===== src/sv/pssu_pkg.sv =====
// Shared types, register codes and rounding helpers for the particle steering unit.
package pssu_pkg;

    typedef enum logic [1:0] {
        REG_BLEND_RATIO     = 2'd0,
        REG_ARRIVE_DISTANCE = 2'd1,
        REG_SCREEN_WIDTH    = 2'd2,
        REG_SCREEN_HEIGHT   = 2'd3
    } cfg_reg_t;

    localparam logic [16:0] BLEND_RATIO_RST     = 17'd32768;
    localparam logic [23:0] ARRIVE_DISTANCE_RST = 24'd2560;
    localparam logic [15:0] SCREEN_WIDTH_RST    = 16'd1024;
    localparam logic [15:0] SCREEN_HEIGHT_RST   = 16'd768;

    localparam logic [16:0] ONE_Q16 = 17'h10000;
    localparam int UNIT_W = 18;  // signed Q.16 unit component, magnitude up to 1.0
    localparam int Q_BITS = 17;  // quotient bits of the unit divider

    typedef struct packed {
        logic signed [23:0] new_pos_x;
        logic signed [23:0] new_pos_y;
        logic signed [23:0] trail_x;
        logic signed [23:0] trail_y;
        logic [31:0]        new_age;
        logic               near_attractor;
        logic               expired;
    } res_t;

    typedef struct packed {
        res_t               res;
        logic signed [23:0] vel_x;
        logic signed [23:0] vel_y;
        logic signed [24:0] dx;
        logic signed [24:0] dy;
        logic [15:0]        speed;
    } rec_t;

    typedef struct packed {
        res_t        res;
        logic [15:0] speed;
    } mid_t;

    function automatic logic signed [23:0] sat24(input logic signed [47:0] v);
        logic signed [23:0] r;
        if (v > 48'sd8388607)
            r = 24'sh7FFFFF;
        else if (v < -48'sd8388608)
            r = 24'sh800000;
        else
            r = v[23:0];
        return r;
    endfunction

    // Divide by 2^sh, rounding half away from zero.
    function automatic logic signed [47:0] round_shr(input logic signed [47:0] v,
                                                     input int sh);
        logic [47:0] mag;
        logic [47:0] q;
        mag = v[47] ? 48'(-v) : 48'(v);
        q   = (mag + (48'd1 << (sh - 1))) >> sh;
        return v[47] ? -$signed(q) : $signed(q);
    endfunction

endpackage


===== src/sv/pssu_queue.sv =====
// Small FIFO of classified particle records between front and back.
module pssu_queue
    import pssu_pkg::*;
#(
    parameter int DEPTH = 8
)
(
    input  logic                     clk,
    input  logic                     rst_n,
    input  logic                     push,
    input  rec_t                     push_data,
    input  logic                     pop,
    output rec_t                     head,
    output logic                     empty,
    output logic [$clog2(DEPTH):0]   count
);

    localparam int AW = $clog2(DEPTH);

    rec_t                mem_reg [0:DEPTH-1];
    logic [AW-1:0]       wr_ptr_reg;
    logic [AW-1:0]       rd_ptr_reg;
    logic [AW:0]         count_reg;

    always_ff @(posedge clk)
    begin
        if (push)
            mem_reg[wr_ptr_reg] <= push_data;
    end

    always_ff @(posedge clk or negedge rst_n)
    begin
        if (!rst_n)
        begin
            wr_ptr_reg <= '0;
            rd_ptr_reg <= '0;
            count_reg  <= '0;
        end
        else
        begin
            if (push)
                wr_ptr_reg <= (wr_ptr_reg == AW'(DEPTH - 1)) ? '0 : wr_ptr_reg + 1'b1;
            if (pop)
                rd_ptr_reg <= (rd_ptr_reg == AW'(DEPTH - 1)) ? '0 : rd_ptr_reg + 1'b1;
            if (push && !pop)
                count_reg <= count_reg + 1'b1;
            else if (pop && !push)
                count_reg <= count_reg - 1'b1;
        end
    end

    assign head  = mem_reg[rd_ptr_reg];
    assign empty = (count_reg == '0);
    assign count = count_reg;

endmodule


===== config.mk =====
export PLATFORM = sky130hd
export DESIGN_NAME = pssu_queue
export DESIGN_NICKNAME = d
export VERILOG_FILES = /design/src/sv/pssu_pkg.sv /design/src/sv/pssu_queue.sv
export SDC_FILE = /design/constraint.sdc
export NUM_CORES = 2
export LEC_CHECK = 0
export BUFFER_PORTS_ARGS = -buffer_cell sky130_fd_sc_hd__buf_2
export CAP_MARGIN = 30
export CORE_MARGIN = 4
export CORE_UTILIZATION = 56
export DETAILED_ROUTE_END_ITERATION = 8
export PLACE_DENSITY = 0.73
export SLEW_MARGIN = 10
export SYNTH_ARGS = -nofsm -noshare
export SYNTH_HDL_FRONTEND = slang
export SYNTH_SLANG_ARGS = --single-unit

===== constraint.sdc =====
create_clock -name clk -period 49.2 [get_ports clk]
set_clock_uncertainty 0.05 [all_clocks]
set_input_delay 0 -clock clk [delete_from_list [all_inputs] [get_ports clk]]
set_output_delay 0 -clock clk [all_outputs]
set_load 0.05 [all_outputs]

==> qor.yml <==
status:
  status: "completed"
routing:
  dr.pass1.iters: 7
  drt-total-wl_um: 158000
  vias: 34600
  drtIter0Drc: 3509
  wl_per_cell_um: 26.9
  viasPerCell: 5.90
  postRouteAntennaNets: 0
  drc_errors: 0
synthesis:
  synth-warning-count: 0
  synth_area_um2: 73700
  synthMuxAreaShare_pct: 18.7
  syn_area_per_cell_um2: 25.5
  synth-async-reset-ratio_pct: 0.510
  syn-num-nets: 3141
  syn_inst: 2885
  synth_compound_area_share_pct: 0.0696
  seq_area_frac_synth_pct: 79.9
  yosysUniqueCellTypes: 27
  synth-xor-area-share_pct: 0.0238
  synthAdderAreaFrac_pct: 0.146
  synth_top_family_by_area: "multiplexers"
  synth-simple-area-share_pct: 0.175
  synth_edf_count: 1952
  synth_ff_type: "edfxtp_1"
  ys_seq_elements: 1962
power_and_ir_drop:
  p_seq_share_pct: 38.3
  sw_frac_of_total_pct: 35.9
  comb_power_share_pct: 36.8
  power_switching_uw: 2030
  internal-power_uw: 3640
  vdd_drop_max_mv: 0.0556
  p_total_uw: 5670
  p_leak_uw: 0.0292
  power.density_nw_per_um2: 63.5
  clkPwrFrac_pct: 24.9
worst_setup_path:
  cp_top_family: "buffers and inverters"
  criticalPathCategory: "flip-flop to output port"
  arrival_ns: 5.04
  crit_chain: "buf_4 > buf_16 > buf_12 > buf_4 > buf_16 > mux4_2 > mux2_2 > buf_2"
  cpMaxStageDelayCell: "dfrtp_4"
  worst_path_largest_cell_delay_ns: 0.95
  required_ns: 49.15
  r2r-start: "wr_ptr_reg[0]"
  end_kind: "output port"
  start_kind: "flip-flop"
  regToRegSetupSlack_ns: 45.58
  timing.critical_path.buf_inv: 6
  reg2reg_to: "mem_reg[7][52]"
  r2r_cells: 5
  cp_max_fo: 108
flow_run:
  cap_violations: 0
clocking:
  tritoncts: "yes"
  cts_resized: 0
  clk_path_buf_depth: 3
  cts.sinks: 1962
  postCtsSetupRepairBufs: 0
  hold_buffers: 472
  insertion_delay_ns: 0.79
  cts_buffers: 188
  clock-root-buffer: "clkbuf_16"
  clk_pin_slew_worst_paths_ns: 0.06
  cts.htree.levels: 4
floorplanning:
  fp-row-count: 132
  core_area_um2: 130000
  die-width_um: 371
  start_util_pct: 56.6
  dieArea_um2: 137000
  ios: 497
  die_h_um: 371
sta:
  slew_violations: 0
  fmax_mhz: 196
  hold_ws_ns: 0.0413
  maxSlewHeadroom_pct: 22.1
  finalCriticalPeriod_ns: 5.09
  tightestPinTransition_ns: 1.17
  timing.final.crit_share_pct: 10.4
  rsz0062_at_grt: "false"
  setup_viol: 0
  hold_violations: 0
  tns_ns: 0
final_layout:
  fin_nets: 4208
  largest_register_ffs: 1952
  regArea_um2: 58900
  multi_input_area_um2: 14200
  syn_to_final_growth_pct: 21.3
  drive_gt1_share_pct: 37.8
  n_fill_cell: 7718
hold_path:
  hold_depth: 2
  hold_start: "push_data[229]"
  hp-class: "input pin to flip-flop"
  whs_endpoint: "mem_reg[0][229]"
place:
  gp_congestion: 0.729
  hpwl_um: 80500
  portBuffers: 496
global_route:
  grt_pass1_vias: 37400
  overflow: 0
  grtUsageTotal_pct: 23.4
  grt_max_degree: 164
  antenna_found_initial: 25
  grt_pass1_wl_um: 237000
==> per-stage QoR <==
stage                     setup slack, ns  cells  utilization (%)  area (um2)
after global placement              44.37   5023             60.1       78200
after detailed placement            44.27   5025             60.1       78300
after floorplan                     31.02   2885                -       73700
final                               44.11   5871             68.6       89300
after CTS                           43.42   5844             68.4       89100
after global routing                43.56   5858             68.6       89300
==> power by group through the flow <==
stage          Clock [uW]  Combinational [uW]  Sequential (uW)
2_1_floorplan           0                1560             2270
3_3_place_gp            0                2020             2180
3_5_place_dp            0                2050             2200
4_1_cts              1430                2090             2170
5_1_grt              1510                2190             2190
6_report             1410                2090             2170
==> metal layers <==
metal	global-route usage [%]	share of wire, %
met5	0	0.058
met1	30.4	38
met3	5.73	7.6
met2	39.5	52
met4	7.28	2.9
==> final cells by class <==
cell class	instances	share of cell area (%)
well taps	1742	2.44
multi-input cells	782	15.9
clock inverters	115	1.35
inverters	4	0.0168
repair buffers	1014	8.87
flip-flops and latches	1962	65.9
clock buffers	232	5.49
diodes	20	0.0560
==> worst max path at each step <==
stage                   from             to  slack, ns  cells after the start
5_1_grt        rd_ptr_reg[0]       head[46]      43.56                      8
2_1_floorplan  wr_ptr_reg[2]  mem_reg[0][0]      31.02                      2
3_5_place_dp   rd_ptr_reg[0]       head[15]      44.27                      6
4_1_cts        rd_ptr_reg[0]       head[50]      43.42                      6
6_report       rd_ptr_reg[0]       head[46]      44.11                      8
3_3_place_gp   rd_ptr_reg[0]       head[42]      44.37                      6
==> logic make-up after synthesis <==
logic type	count (synthesis)
adder cells (fa/ha/maj)	8
multiplexers	738
flip-flops	1962
XOR/XNOR	2
buffers and inverters	141
AO/OA/AOI/OAI	8
AND/OR/NAND/NOR	26
==> cells in the mapped netlist (4+ instances only) <==
library cell,instances,share of area (%)
mux2_2,249,3.8
edfxtp_1,1952,80
inv_1,4,0.020
nor2_1,8,0.041
dfrtp_1,10,0.34
buf_2,57,0.39
mux4_2,488,15
ha_1,7,0.12
buf_6,11,0.17
clkbuf_1,56,0.29
buf_1,12,0.061
nand2_1,5,0.025
==> cells in the final DEF, fill, tap and decap left out, types with 2 or more instances in the layout <==
cell type         n
xnor2_1           2
dfrtp_4           3
nand2b_1          2
clkinvlp_4        5
ha_1              7
nand3b_1          3
mux2_2          249
mux4_2          488
buf_2           496
inv_1             4
clkinv_16         6
dlygate4sd3_1   472
o211ai_1          2
nand2_1           5
nor3_2            2
inv_6            10
clkinv_4          2
clkbuf_1         41
clkbuf_16       188
buf_4            21
buf_16            8
edfxtp_1       1952
a21oi_1           2
diode_2          20
clkinv_1         43
nand3_1           2
nor2_4            6
dfrtp_1           7
buf_12           17
bufinv_16        18
clkbuf_8          3
clkinv_2         29
nor2_1            2
o21ai_0           3
Power figures use the tool's default switching activity.
